===== src/wcrc_pkg.sv =====
// ----------------------------------------------------------------------------
// wcrc_pkg
// Shared types, constants and byte-wise CRC update functions for the
// windowed multi-mode CRC unit.
// ----------------------------------------------------------------------------
package wcrc_pkg;

  localparam int unsigned ADDR_W   = 32;
  localparam int unsigned CRC_W    = 32;
  localparam int unsigned IDX_W    = 8;

  localparam logic [1:0] MODE_CRC8  = 2'd0;
  localparam logic [1:0] MODE_CRC16 = 2'd1;
  localparam logic [1:0] MODE_CRC32 = 2'd2;

  localparam logic [IDX_W-1:0] REG_CRC_MODE     = 8'd0;
  localparam logic [IDX_W-1:0] REG_WINDOW_START = 8'd1;
  localparam logic [IDX_W-1:0] REG_WINDOW_END   = 8'd2;
  localparam logic [IDX_W-1:0] REG_RESERVED     = 8'd3;

  localparam logic [7:0]       POLY8    = 8'h07;
  localparam logic [15:0]      POLY16R  = 16'hA001;
  localparam logic [CRC_W-1:0] POLY32   = 32'h04C11DB7;
  localparam logic [CRC_W-1:0] ALL_ONES = 32'hFFFFFFFF;
  localparam logic [7:0]       INIT8    = 8'hFF;
  localparam logic [CRC_W-1:0] MSB32    = 32'h80000000;

  typedef struct packed {
    logic [1:0]        mode;
    logic [ADDR_W-1:0] win_start;
    logic [ADDR_W-1:0] win_end;
    logic [ADDR_W-1:0] rsv_addr;
  } wcrc_cfg_t;

  typedef struct packed {
    logic fire;
    logic incl;
    logic last;
    logic reload;
  } wcrc_ctrl_t;

  // mode code 3 behaves as CRC-32
  function automatic logic [1:0] eff_mode(logic [1:0] m);
    eff_mode = (m == MODE_CRC8 || m == MODE_CRC16) ? m : MODE_CRC32;
  endfunction

  function automatic logic [CRC_W-1:0] init_value(logic [1:0] m);
    logic [1:0] e;
    e = eff_mode(m);
    unique case (e)
      MODE_CRC8:  init_value = {24'd0, INIT8};
      MODE_CRC16: init_value = '0;
      default:    init_value = ALL_ONES;
    endcase
  endfunction

  function automatic logic [7:0] crc8_byte(logic [7:0] r, logic [7:0] d);
    logic [7:0] c;
    c = r ^ d;
    for (int i = 0; i < 8; i++) begin
      c = c[7] ? ({c[6:0], 1'b0} ^ POLY8) : {c[6:0], 1'b0};
    end
    crc8_byte = c;
  endfunction

  function automatic logic [15:0] crc16_byte(logic [15:0] r, logic [7:0] d);
    logic [15:0] c;
    c = {8'd0, r[7:0] ^ d};
    for (int i = 0; i < 8; i++) begin
      c = c[0] ? ({1'b0, c[15:1]} ^ POLY16R) : {1'b0, c[15:1]};
    end
    crc16_byte = {8'd0, r[15:8]} ^ c;
  endfunction

  function automatic logic [CRC_W-1:0] crc32_byte(logic [CRC_W-1:0] r, logic [7:0] d);
    logic [CRC_W-1:0] c;
    c = r ^ {d, 24'd0};
    for (int i = 0; i < 8; i++) begin
      c = ((c & MSB32) != '0) ? ({c[CRC_W-2:0], 1'b0} ^ POLY32) : {c[CRC_W-2:0], 1'b0};
    end
    crc32_byte = c;
  endfunction

endpackage


===== src/wcrc_window.sv =====
// ----------------------------------------------------------------------------
// wcrc_window
// Address filter: inclusive window test and reserved-region exclusion,
// region end computed one bit wider so it never wraps.
// ----------------------------------------------------------------------------
module wcrc_window
  import wcrc_pkg::*;
(
  input  logic [ADDR_W-1:0] addr_i,
  input  wcrc_cfg_t         cfg_i,
  output logic              incl_o
);

  logic [1:0]      mode;
  logic [2:0]      rlen;
  logic [ADDR_W:0] rend;
  logic            in_win;
  logic            in_rsv;

  always_comb begin
    mode = eff_mode(cfg_i.mode);
    unique case (mode)
      MODE_CRC8:  rlen = 3'd1;
      MODE_CRC16: rlen = 3'd2;
      default:    rlen = 3'd4;
    endcase
    rend   = {1'b0, cfg_i.rsv_addr} + {{(ADDR_W-2){1'b0}}, rlen};
    in_win = (addr_i >= cfg_i.win_start) && (addr_i <= cfg_i.win_end);
    in_rsv = (addr_i >= cfg_i.rsv_addr) && ({1'b0, addr_i} < rend);
    incl_o = in_win && !in_rsv;
  end

endmodule


===== src/wcrc_core.sv =====
// ----------------------------------------------------------------------------
// wcrc_core
// Running CRC register with one-byte update per word, finish and reload.
// ----------------------------------------------------------------------------
module wcrc_core
  import wcrc_pkg::*;
(
  input  logic             clk_i,
  input  logic             rst_ni,
  input  logic [1:0]       mode_i,
  input  logic [1:0]       load_mode_i,
  input  wcrc_ctrl_t       ctrl_i,
  input  logic [7:0]       data_i,
  output logic [CRC_W-1:0] result_o
);

  logic [CRC_W-1:0] crc_q, crc_d;
  logic [CRC_W-1:0] upd;
  logic [CRC_W-1:0] nxt;
  logic [1:0]       mode;

  always_comb begin
    mode = eff_mode(mode_i);
    unique case (mode)
      MODE_CRC8:  upd = {24'd0, crc8_byte(crc_q[7:0], data_i)};
      MODE_CRC16: upd = {16'd0, crc16_byte(crc_q[15:0], data_i)};
      default:    upd = crc32_byte(crc_q, data_i);
    endcase
    nxt = ctrl_i.incl ? upd : crc_q;
    unique case (mode)
      MODE_CRC8:  result_o = {24'd0, nxt[7:0]};
      MODE_CRC16: result_o = {16'd0, nxt[15:0]};
      default:    result_o = nxt ^ ALL_ONES;
    endcase
    // mode write: seed with the init value of the mode being written
    priority if (ctrl_i.reload) begin
      crc_d = init_value(load_mode_i);
    end else if (ctrl_i.fire) begin
      crc_d = ctrl_i.last ? init_value(mode_i) : nxt;
    end else begin
      crc_d = crc_q;
    end
  end

  always_ff @(posedge clk_i or negedge rst_ni) begin
    if (!rst_ni) begin
      crc_q <= ALL_ONES;
    end else begin
      crc_q <= crc_d;
    end
  end

endmodule


===== src/windowed_multi_mode_crc_unit.sv =====
// ----------------------------------------------------------------------------
// windowed_multi_mode_crc_unit
// Windowed CRC-8 / CRC-16/ARC / CRC-32/BZIP2 over an addressed byte stream.
// ----------------------------------------------------------------------------
//  channel | direction | handshake              | payload
//  in      | input     | in_valid_i / in_stall_o | byte_address_i, data_byte_i, last_byte_i
//  out     | output    | out_valid_o / out_stall_i | crc_value_o
//  cfg     | input     | cfg_valid_i / cfg_ready_o | cfg_index_i, cfg_data_i
//
//  One word per cycle unless stalled; a last word's CRC loads as it leaves s1.
//  Path: input register, then filter + byte update into the result register.
//  Reset: mode CRC-32, full window, reserved region at top, CRC all ones.
//  in_stall_o rises only when a last word waits for a stalled result register.
//  cfg is always ready; a mode write reloads the CRC register.
// ----------------------------------------------------------------------------
module windowed_multi_mode_crc_unit
  import wcrc_pkg::*;
(
  input  logic              clk_i,
  input  logic              rst_ni,
  input  logic              in_valid_i,
  output logic              in_stall_o,
  input  logic [31:0]       byte_address_i,
  input  logic [7:0]        data_byte_i,
  input  logic              last_byte_i,
  output logic              out_valid_o,
  input  logic              out_stall_i,
  output logic [31:0]       crc_value_o,
  input  logic              cfg_valid_i,
  output logic              cfg_ready_o,
  input  logic [IDX_W-1:0]  cfg_index_i,
  input  logic [31:0]       cfg_data_i
);

  wcrc_cfg_t        cfg_q;
  logic             s1_valid_q;
  logic [ADDR_W-1:0] s1_addr_q;
  logic [7:0]       s1_data_q;
  logic             s1_last_q;
  logic             out_valid_q;
  logic [CRC_W-1:0] out_crc_q;
  logic             out_free;
  logic             s1_fire;
  logic             in_acc;
  logic             cfg_wr;
  logic             incl;
  logic [CRC_W-1:0] result;
  wcrc_ctrl_t       ctrl;

  assign cfg_ready_o = 1'b1;
  assign cfg_wr      = cfg_valid_i && cfg_ready_o;
  assign out_free    = !out_valid_q || !out_stall_i;
  assign s1_fire     = s1_valid_q && (!s1_last_q || out_free);
  assign in_stall_o  = s1_valid_q && !s1_fire;
  assign in_acc      = in_valid_i && !in_stall_o;
  assign out_valid_o = out_valid_q;
  assign crc_value_o = out_crc_q;

  always_ff @(posedge clk_i or negedge rst_ni) begin
    if (!rst_ni) begin
      cfg_q.mode      <= MODE_CRC32;
      cfg_q.win_start <= '0;
      cfg_q.win_end   <= '1;
      cfg_q.rsv_addr  <= '1;
    end else if (cfg_wr) begin
      unique case (cfg_index_i)
        REG_CRC_MODE:     cfg_q.mode      <= cfg_data_i[1:0];
        REG_WINDOW_START: cfg_q.win_start <= cfg_data_i[ADDR_W-1:0];
        REG_WINDOW_END:   cfg_q.win_end   <= cfg_data_i[ADDR_W-1:0];
        REG_RESERVED:     cfg_q.rsv_addr  <= cfg_data_i[ADDR_W-1:0];
        default:          ;
      endcase
    end
  end

  always_ff @(posedge clk_i or negedge rst_ni) begin
    if (!rst_ni) begin
      s1_valid_q <= 1'b0;
    end else if (in_acc) begin
      s1_valid_q <= 1'b1;
    end else if (s1_fire) begin
      s1_valid_q <= 1'b0;
    end
  end

  always_ff @(posedge clk_i) begin
    if (in_acc) begin
      s1_addr_q <= byte_address_i[ADDR_W-1:0];
      s1_data_q <= data_byte_i;
      s1_last_q <= last_byte_i;
    end
  end

  always_ff @(posedge clk_i or negedge rst_ni) begin
    if (!rst_ni) begin
      out_valid_q <= 1'b0;
    end else if (s1_fire && s1_last_q) begin
      out_valid_q <= 1'b1;
    end else if (!out_stall_i) begin
      out_valid_q <= 1'b0;
    end
  end

  always_ff @(posedge clk_i) begin
    if (s1_fire && s1_last_q) begin
      out_crc_q <= result;
    end
  end

  always_comb begin
    ctrl.fire   = s1_fire;
    ctrl.incl   = incl;
    ctrl.last   = s1_last_q;
    ctrl.reload = cfg_wr && (cfg_index_i == REG_CRC_MODE);
  end

  wcrc_window u_window (
    .addr_i (s1_addr_q),
    .cfg_i  (cfg_q),
    .incl_o (incl)
  );

  wcrc_core u_core (
    .clk_i       (clk_i),
    .rst_ni      (rst_ni),
    .mode_i      (cfg_q.mode),
    .load_mode_i (cfg_data_i[1:0]),
    .ctrl_i      (ctrl),
    .data_i      (s1_data_q),
    .result_o    (result)
  );

`ifndef NO_ASSERTIONS
  a_stall_needs_item: assert property (@(posedge clk_i) disable iff (!rst_ni)
    in_stall_o |-> s1_valid_q && s1_last_q)
    else $error("stall without a pending last word");

  a_last_makes_result: assert property (@(posedge clk_i) disable iff (!rst_ni)
    (s1_fire && s1_last_q) |=> out_valid_q)
    else $error("finished CRC not presented");

  a_blocked_last_stalls: assert property (@(posedge clk_i) disable iff (!rst_ni)
    (out_valid_q && out_stall_i && s1_valid_q && s1_last_q) |-> in_stall_o && !s1_fire)
    else $error("last word advanced over a held result");
`endif

endmodule

===== config.mk =====
export PLATFORM = sky130hd
export DESIGN_NAME = windowed_multi_mode_crc_unit
export DESIGN_NICKNAME = d
export VERILOG_FILES = /design/src/wcrc_pkg.sv /design/src/wcrc_window.sv /design/src/wcrc_core.sv /design/src/windowed_multi_mode_crc_unit.sv
export SDC_FILE = /design/constraint.sdc
export NUM_CORES = 1
export LEC_CHECK = 0
export BUFFER_PORTS_ARGS = -buffer_cell sky130_fd_sc_hd__buf_2
export CORE_ASPECT_RATIO = 0.5
export CORE_MARGIN = 3
export CORE_UTILIZATION = 45
export CTS_CLUSTER_SIZE = 10
export DETAILED_ROUTE_END_ITERATION = 16
export GPL_TIMING_DRIVEN = 0
export PLACE_DENSITY = 0.66
export SYNTH_ARGS = -nofsm -noshare
export SYNTH_HDL_FRONTEND = slang
export SYNTH_SLANG_ARGS = --single-unit

===== constraint.sdc =====
create_clock -name clk_i -period 5.7 [get_ports clk_i]
set_clock_uncertainty 0.05 [all_clocks]
set_input_delay 0.285 -clock clk_i [delete_from_list [all_inputs] [get_ports clk_i]]
set_output_delay 0.285 -clock clk_i [all_outputs]
set_load 0.01 [all_outputs]

# --- Yosys cells after proc, flatten, opt, wreduce, memory -nomap -nowiden ---
# Index checks and enable logic that the tools add are counted.
totals:
  regBits: 205
  in_bits: 86
  output_inout_bits: 35
  wordCells: 120
classes:
  addsub: 1
  n_lt_le_gt_ge: 4
  eq_ne: 8
  n_mux: 39
  bitwise_logic: 28
  n_reduce_logical: 29
op_table:
  columns: ["op", "count"]
  rows:
  - ["32-bit case mux with 2 select lines", 4]
  - ["27-bit two-way mux", 8]
  - ["16-bit two-way mux", 8]
  - ["32-bit two-way mux", 4]
  - ["14-bit inverter", 8]
  - ["32-bit >= comparator", 2]
  - ["32-bit by 3-bit adder with 33-bit output", 1]
  - ["32-bit by 33-bit less-than comparator with 1-bit output", 1]
  - ["32-bit less-or-equal comparator", 1]
  - ["32-bit inverter", 1]
  - ["32-bit bitwise XOR", 1]
  - ["3-bit two-way mux", 8]
  - ["3-bit inverter", 8]
  - ["2-bit inverter with 3-bit output", 7]
  - ["8-bit by 2-bit equality test with 1-bit output (second input constant)", 2]
  - ["8-bit by 16-bit bitwise XOR with 16-bit output", 1]
  - ["2-bit by 1-bit equality test with 1-bit output (second input constant)", 4]
  - ["8-bit by 1-bit equality test with 1-bit output (second input constant)", 1]
  - ["1-bit logical AND", 8]
  - ["2-bit logical NOT", 4]
  - ["8-bit logical NOT", 1]
  - ["2-bit AND reduction", 4]
  - ["8-bit bitwise XOR", 1]
  - ["1-bit logical NOT", 6]
  - ["other kinds (7)", 15]

# --- Logic depth before layout (Yosys ltp) ---
# Gate-level depths: netlist of run 1.
logic_depth:
  word_depth: 23
  ltp_mapped: 24
  ltp_nobuf: 21

# --- Hierarchy ---
# From an unflattened synthesis of run 1, not the netlist that was laid out.
hier_totals:
  hier_cells: 1188
  hier_area_um2: 13444.1
by_module_without_submodules:
  columns: ["module", "n_inst", "cells_each", "area_per_inst_um2", "seq_area_each_um2"]
  rows:
  - ["windowed_multi_mode_crc_unit", 1, 299, 6074.6, 4775.8]
  - ["wcrc_core", 1, 397, 3713.6, 840.8]
  - ["wcrc_window", 1, 492, 3656.0, 0.0]

# --- Least setup slack after synthesis of run 1 ---
# Ideal clock, no wire load.
synth_path:
  path_type: "reg2reg"
  startpoint: "register cfg_q[97] in the netlist's numbering"
  endpoint: "register (tool-made name)"
  setup_time_ps: 81
  arrival_time_ps: 5299
  required_time_ps: 5569
  path_slack_ps: 270
  path_stages_with_launch: 24
  path_buffers: 3
  synth_period_minus_slack_ps: 5430
  path_cell_list: "dfstp_2 clkbuf_1 inv_1 nand2_1 inv_1 ha_1 a21o_1 a21oi_1 or3_1 or2_2 or4_1 nor4_1 xnor2_1 ha_1 nand4_1 a31oi_1 a211oi_1 o21ai_0 o31ai_1 a2111oi_4 or2_1 buf_4 buf_4 o221a_1"
synth_lines:
  columns: ["element", "line_no", "text"]
  rows:
  - ["start: declaration", "windowed_multi_mode_crc_unit.sv:35", "wcrc_cfg_t cfg_q;"]

==> metrics.md, run 1 <==
| Metric | Value |
|---|---|
| Status | `complete, no violations` |
| FF-to-FF path depth | `24` |
| Starting Density | `0.462` |
| Hold WS | `0.0326 ns` |
| Slowest CP cell | `or4_4` |
| Unrepaired setup endpoints after global routing | `true` |
| Leakage | `0.00643 uW` |
| Combined area of the multi-input logic cells | `6970 sq um` |
| Vias | `9996` |
| CP startpoint kind | `flop` |
| Syn avg cell area | `11.0 sq um` |
| # DRC | `0` |
| Cell at the root of the clock tree | `clkbuf_16` |
| Vias in the first global route | `10300` |
| Critical path class | `flop to flop` |
| Mapped Cells | `1179` |
| Placeable Area | `28000 sq um` |
| Max Slew Vio Count | `0` |
| Synth unique cells | `73` |
| # fillers | `2372` |
| Most frequent cells in the layout | `ha_1 (129), buf_2 (120), inv_1 (114)` |
| Sequential cell area | `5620 sq um` |
| Nets | `1636` |
| HPWL reported at the end of detailed placement | `25800 microns` |
| WP data required | `6.10 ns` |
| Warnings, synthesis | `0` |
| FF-to-FF setup slack | `0.19 ns` |
| HP Start | `cfg_data_i[1]` |
| Peak VDD IR | `216 uV` |
| Final worst path period need | `5.51 ns` |
| Max_cap viols | `0` |
| Router iterations before antenna repair | `5` |
| CP max FO | `6` |
| Fin. Hold Viols | `0` |
| Period utilisation layout | `0.967` |
| H-tree levels | `1` |
| GRT Util Overall | `0.231` |
| Core Rows | `43` |
| TritonCTS clock tree | `built` |
| Met1 usage | `0.310` |
| Initial DRC Count | `677` |
| Worst R2R Start | `cfg_q[97]$_DFFE_PN1P_` |
| Hold Path Class | `input pin to flop` |
| Worst hold path cell count | `3` |
| Initial antenna violation count | `2` |
| CTS clk-pin slew, worst paths | `0.06 ns` |
| CP max stage delay | `0.60 ns` |
| Share of cells above drive strength 1 | `0.283` |
| Worst Max-Slew Pin Slew | `0.912 ns` |
| Die X | `246 microns` |
| GRT Residual Overflow | `0` |
| Post-Place Worst Slack | `-1.15 ns` |
| Slew Limit Headroom | `0.389` |
| Most common cell after layout, fill and taps aside | `ha_1` |
| Clock tree buffer depth | `3` |
| Seq cells post-synth | `205` |
| CTS Buf Count | `24` |
| Vias/cell | `5.49` |
| IO Pins | `121` |
| Post-route ant nets | `0` |
| CP Cell Sequence | `buf_6 > inv_6 > nand2_4 > clkinvlp_4 > ha_4 > a21o_1 > a21oi_4 > or3_4 > or2_4 > or4_4 > nor4_4 > xnor2_1 > ha_1 > nand4_1 > a31oi_1 > a211oi_2 > o21ai_1 > o31ai_2 > buf_4 > a2111oi_4 > or2_4 > buf_8 > buf_8 > o221a_1` |
| Die Span Y | `126 microns` |
| Ys flop type | `dfstp_2` |
| EDFF count, synth | `73` |
| Area growth, synth to finish | `23.5%` |
| Most used routing layer | `met2` |
| Clk_lat worst skew | `0.55 ns` |
| Synthesized area | `13000 sq um` |
| GPL Wtd Cong | `0.934` |
| WL/cell | `19.5 microns` |
| Final number of setup-violating endpoints | `0` |
| First-pass GRT wire length | `56600 microns` |
| Async SR Flop Fraction | `0.644` |
| Syn nets | `1396` |
| CTS sink cnt | `205` |
| Port buffer count | `119` |
| F_max | `181 MHz` |
| Pwr Density | `274 nW/um^2` |
| Post-route setup slack | `0.189 ns` |
| Largest net degree at the start of global routing | `101` |
| Sequential fraction of the synthesis area | `0.433` |
| Routing usage on met3 | `0.0377` |
| Die area | `31000 sq um` |
| WL final | `35600 microns` |
| Critical Path AT | `5.91 ns` |
| GRT met2 Usage | `0.382` |
| WHS Endpoint | `cfg_q[65]$_DFFE_PN0P_` |
| Setup crit end kind | `flop` |
## report_power, final
group / internal, uW / switching [uW]
Clock: 839 / 624
Sequential: 1670 / 96.9
Combinational: 531 / 616
Total: 3040 / 1340
## worst max path at each step
stage	start	end	slack, ns	cells after the start
2_1_floorplan	cfg_q[97]$_DFFE_PN1P_	flop	0.27	23
3_3_place_gp	cfg_q[97]$_DFFE_PN1P_	crc_value_o[26]$_DFFE_PP_	-1.09	22
3_5_place_dp	cfg_q[97]$_DFFE_PN1P_	crc_value_o[26]$_DFFE_PP_	-1.15	22
4_1_cts	cfg_q[97]$_DFFE_PN1P_	flop	0.05	24
5_1_grt	cfg_q[97]$_DFFE_PN1P_	flop	-0.03	24
6_report	cfg_q[97]$_DFFE_PN1P_	flop	0.19	24
## layer usage
layer / part of all wire / routed length [microns]
met1: 0.45 / 15900
met2: 0.47 / 16900
met3: 0.049 / 1730
met4: 0.031 / 1120
met5: 0 / 0
## through the flow
step	TNS, ns	utilization	instance area, sq um	cells	total power, uW
2_1_floorplan	0	-	13000	1179	2540
3_3_place_gp	-54.04	0.501	14000	1680	2820
3_5_place_dp	-57.63	0.504	14100	1683	2850
4_1_cts	0	0.560	15700	1804	4380
5_1_grt	-0.0779	0.571	16000	1821	4600
6_report	0	0.571	16000	1821	4380
## final cells by class
class                   count  share of cell area
flip-flops and latches    205               0.351
repair buffers            214              0.0975
multi-input cells         821               0.435
clock buffers              44              0.0448
inverters                 117              0.0280
plain buffers              36              0.0132
diodes                      2            0.000313
well taps                 382              0.0299
## synthesized netlist by cell type (8+ instances only)
master | number | area [sq um]
mux2i_1 | 28 | 280
o21a_1 | 8 | 60.1
dfrtp_1 | 35 | 876
edfxtp_1 | 73 | 2190
o2bb2ai_1 | 13 | 114
nand4_1 | 28 | 175
mux2_2 | 66 | 743
o21ai_0 | 54 | 270
xnor2_1 | 112 | 981
nor3_1 | 9 | 45.0
xor2_1 | 17 | 149
inv_1 | 116 | 435
a21o_1 | 14 | 105
ha_1 | 130 | 1630
nand2_1 | 72 | 270
nand3_1 | 20 | 100
nor2_1 | 43 | 161
a211oi_1 | 29 | 218
o22ai_1 | 8 | 50.1
o221a_2 | 9 | 101
a41oi_1 | 12 | 105
a21oi_1 | 40 | 200
clkbuf_1 | 23 | 86.3
nor2b_1 | 15 | 93.8
dfstp_2 | 97 | 2550
## logic make-up after synthesis
family	after synthesis	synth area share
flops	205	0.433
mux	94	0.0790
fa+ha+maj	131	0.127
simple gates	227	0.0901
other cells	1	0.000289
buf+inv	153	0.0462
xor+xnor	139	0.101
compound gates	229	0.123
## sequential cells by signal (all words and copies together) (netlist names), named ones only
register	cells
s1_last_q	1
crc_value_o	32
out_valid_o	1
cfg_q	98
s1_valid_q	1
u_core.crc_q	16
s1_data_q	8
s1_addr_q	32
## critical path: cells and delay by family (launching register included)
family | cells | cell delay (ns)
xor gates and xnor gates | 1 | 0.10
and+or+nand+nor | 7 | 1.98
adders and majority gates | 2 | 0.60
DFF | 1 | 0.54
AOI/OAI and AO/OA | 8 | 1.42
buffers and inverters | 6 | 0.73
## repair_timing
action                                 4_1_cts  5_1_grt
gates resized for setup                     24       44
pin swaps                                    4       14
cloned                                       0        2
endpoints found under the hold margin      164        0
setup endpoints to repair                   64       62
buffers inserted                             3       13
hold buffers                                74        0
(Power assumes the default switching activity.)
==> inputs of run 2 (changes only) <==
--- a/config.mk
+++ b/config.mk
@@ -8,11 +8,13 @@
 export BUFFER_PORTS_ARGS = -buffer_cell sky130_fd_sc_hd__buf_2
 export CORE_ASPECT_RATIO = 0.5
 export CORE_MARGIN = 3
-export CORE_UTILIZATION = 45
+export CORE_UTILIZATION = 55
 export CTS_CLUSTER_SIZE = 10
 export DETAILED_ROUTE_END_ITERATION = 16
 export GPL_TIMING_DRIVEN = 0
-export PLACE_DENSITY = 0.66
+export PLACE_DENSITY = 0.78
+export SKIP_LAST_GASP = 1
 export SYNTH_ARGS = -nofsm -noshare
 export SYNTH_HDL_FRONTEND = slang
 export SYNTH_SLANG_ARGS = --single-unit
+export TNS_END_PERCENT = 30
==> metrics.md, run 2 (same netlist as run 1, synthesis figures left out) <==
| Metric | Value |
|---|---|
| Initial antenna violation count | `0` |
| Largest net degree at the start of global routing | `103` |
| Starting Density | `0.564` |
| Setup crit end kind | `flop` |
| Reg power frac | `0.408` |
| # DRC | `0` |
| Die Span Y | `115 microns` |
| Period utilisation layout | `0.963` |
| GRT Util Overall | `0.273` |
| Status | `complete, no violations` |
| Cell at the root of the clock tree | `clkbuf_16` |
| HPWL reported at the end of detailed placement | `24900 microns` |
| Initial DRC Count | `727` |
| Final worst path period need | `5.49 ns` |
| GPL Wtd Cong | `0.935` |
| Max Slew Vio Count | `0` |
| Diode count | `0` |
| Met2 routed wirelength | `16400 microns` |
| Pwr Density | `278 nW/um^2` |
| Switch Pwr | `1320 uW` |
| Fin cells | `1727` |
| Leakage | `0.00632 uW` |
| Final number of setup-violating endpoints | `0` |
| Power, Total | `4340 uW` |
| First-pass GRT wire length | `55400 microns` |
| Post-Layout Inst Area | `15600 sq um` |
| CTS Buf Count | `24` |
| CTS clk-pin slew, worst paths | `0.06 ns` |
| Worst Max-Slew Pin Slew | `1.10 ns` |
| Int Power | `3020 uW` |
| Post-route ant nets | `0` |
| F_max | `182 MHz` |
| Critical Path AT | `5.77 ns` |
| Clk_lat worst skew | `0.53 ns` |
| Metal3 WL | `2240 microns` |
| Nets | `1619` |
| Combined area of the multi-input logic cells | `6860 sq um` |
| Switching Fraction | `0.304` |
| Setup TNS | `0 ns` |
| IO Pins | `121` |
| Port buffer count | `119` |
| Clock tree buffer depth | `3` |
| GRT Residual Overflow | `0` |
| Die area | `25600 sq um` |
| Sequential cell area | `5620 sq um` |
| Max FFs per register | `98` |
| Most frequent cells in the layout | `ha_1 (130), buf_2 (119), inv_1 (116)` |
| # fillers | `1655` |
| Placed insts | `1608` |
| WP data required | `5.98 ns` |
| Unrepaired setup endpoints after global routing | `false` |
| Placed instance area | `14000 sq um` |
| Max_cap viols | `0` |
| Vias | `10100` |
| Hold WS | `0.0380 ns` |
| H-tree levels | `1` |
| Die X | `223 microns` |
| Peak VDD IR | `181 uV` |
| Vias in the first global route | `10200` |
| Share of cells above drive strength 1 | `0.261` |
| Top Metal Used | `met4` |
| Area growth, synth to finish | `20.4%` |
| Router iterations before antenna repair | `5` |
| WL/cell | `20.2 microns` |
| TritonCTS clock tree | `built` |
| Critical path class | `flop to flop` |
| WL final | `34900 microns` |
| Hold Path Class | `input pin to flop` |
| Most common cell after layout, fill and taps aside | `ha_1` |
| CP startpoint kind | `flop` |
| Fin. Hold Viols | `0` |
| Placeable Area | `23000 sq um` |
| Clk network pwr share | `0.332` |
| Top reg by flops | `cfg_q` |
| CTS sink cnt | `205` |
| CP max FO | `10` |
| Combinational Power Share | `0.260` |
| Vias/cell | `5.85` |
| Slew Limit Headroom | `0.264` |
| Core Rows | `39` |
| Met1 wire length | `15100 microns` |
## run 2: changes by cell type in the layout (fill, tap and decap cells not counted), moves of 2 or more
cell      delta
diode_2      -2
buf_6        -4
mux2i_1      +3
a211oi_1     +6
nor2_1       +3
nor2_4       -2
inv_1        +2
or2_4        -2
mux2i_4      -2
buf_4       -11
a211oi_2     -5
buf_8        -2
## run 2: routing by layer
layer	GRT usage	vias to the layer above
met3	0.0517	79
li1	-	4691
met2	0.455	385
met1	0.361	4952
met5	0	-
met4	0.0943	0
## run 2: power by group through the flow
stage | clock, uW | sequential (uW) | combinational, uW
2_1_floorplan | 0 | 1770 | 774
3_3_place_gp | 0 | 1790 | 1020
3_5_place_dp | 0 | 1790 | 1060
4_1_cts | 1460 | 1770 | 1110
5_1_grt | 1540 | 1780 | 1230
6_report | 1440 | 1770 | 1130
## run 2: worst max-delay path: stages, from the launching register on
cell and delay, ns:
dfstp_2 0.53, inv_1 0.08, nand2_4 0.13, inv_1 0.13, ha_1 0.30, a21o_1 0.13, a21oi_2 0.11, or3_1 0.41
or2_2 0.36, or4_4 0.49, nor4_4 0.18, xnor2_1 0.15, ha_1 0.27, nand4_1 0.13, a31oi_2 0.12, a211oi_2 0.22
o21ai_0 0.16, o31ai_2 0.34, a211oi_4 0.10, buf_4 0.18, buf_4 0.20, buf_2 0.22, a211oi_2 0.29
## run 2: layout make-up
| cell class | count | area share |
|---|---|---|
| multi-input cells | 821 | 0.439 |
| flip-flops and latches | 205 | 0.360 |
| repair buffers | 199 | 0.0918 |
| clock buffers | 44 | 0.0453 |
| inverters | 117 | 0.0282 |
| well taps | 307 | 0.0246 |
| plain buffers | 34 | 0.0105 |
## run 2: repair_timing
item                                    CTS  global route
pin swaps                                 2             4
resized for setup                        11            15
hold buffers                             74             0
hold endpoints to repair                158             0
setup buffers                             2             1
endpoints found under the setup margin   64            64
## run 2: worst paths after layout
| kind | slack (ns) | start | cells past startpoint | to |
|---|---|---|---|---|
| worst max-delay path | 0.21 | cfg_q[97]$_DFFE_PN1P_ | 22 | crc_value_o[26]$_DFFE_PP_ |
| worst min-delay path | 0.04 | cfg_data_i[0] | 2 | cfg_q[64]$_DFFE_PN0P_ |
| worst max register to register | 0.21 | cfg_q[97]$_DFFE_PN1P_ | 22 | crc_value_o[26]$_DFFE_PP_ |
| worst min register to register | 0.45 | u_core.crc_q[21]$_DFFE_PN1P_ | 1 | u_core.crc_q[21]$_DFFE_PN1P_ |
| max in group asynchronous | 4.61 | rst_ni | 3 | cfg_q[51]$_DFFE_PN1P_ |
| min in group asynchronous | 0.19 | rst_ni | 2 | out_valid_o$_DFFE_PN0P_ |
## run 2: metrics by stage
step	util	setup slack, ns
2_1_floorplan	-	0.270
3_3_place_gp	0.607	-0.958
3_5_place_dp	0.610	-1.01
4_1_cts	0.676	-0.0170
5_1_grt	0.679	0.000144
6_report	0.679	0.210
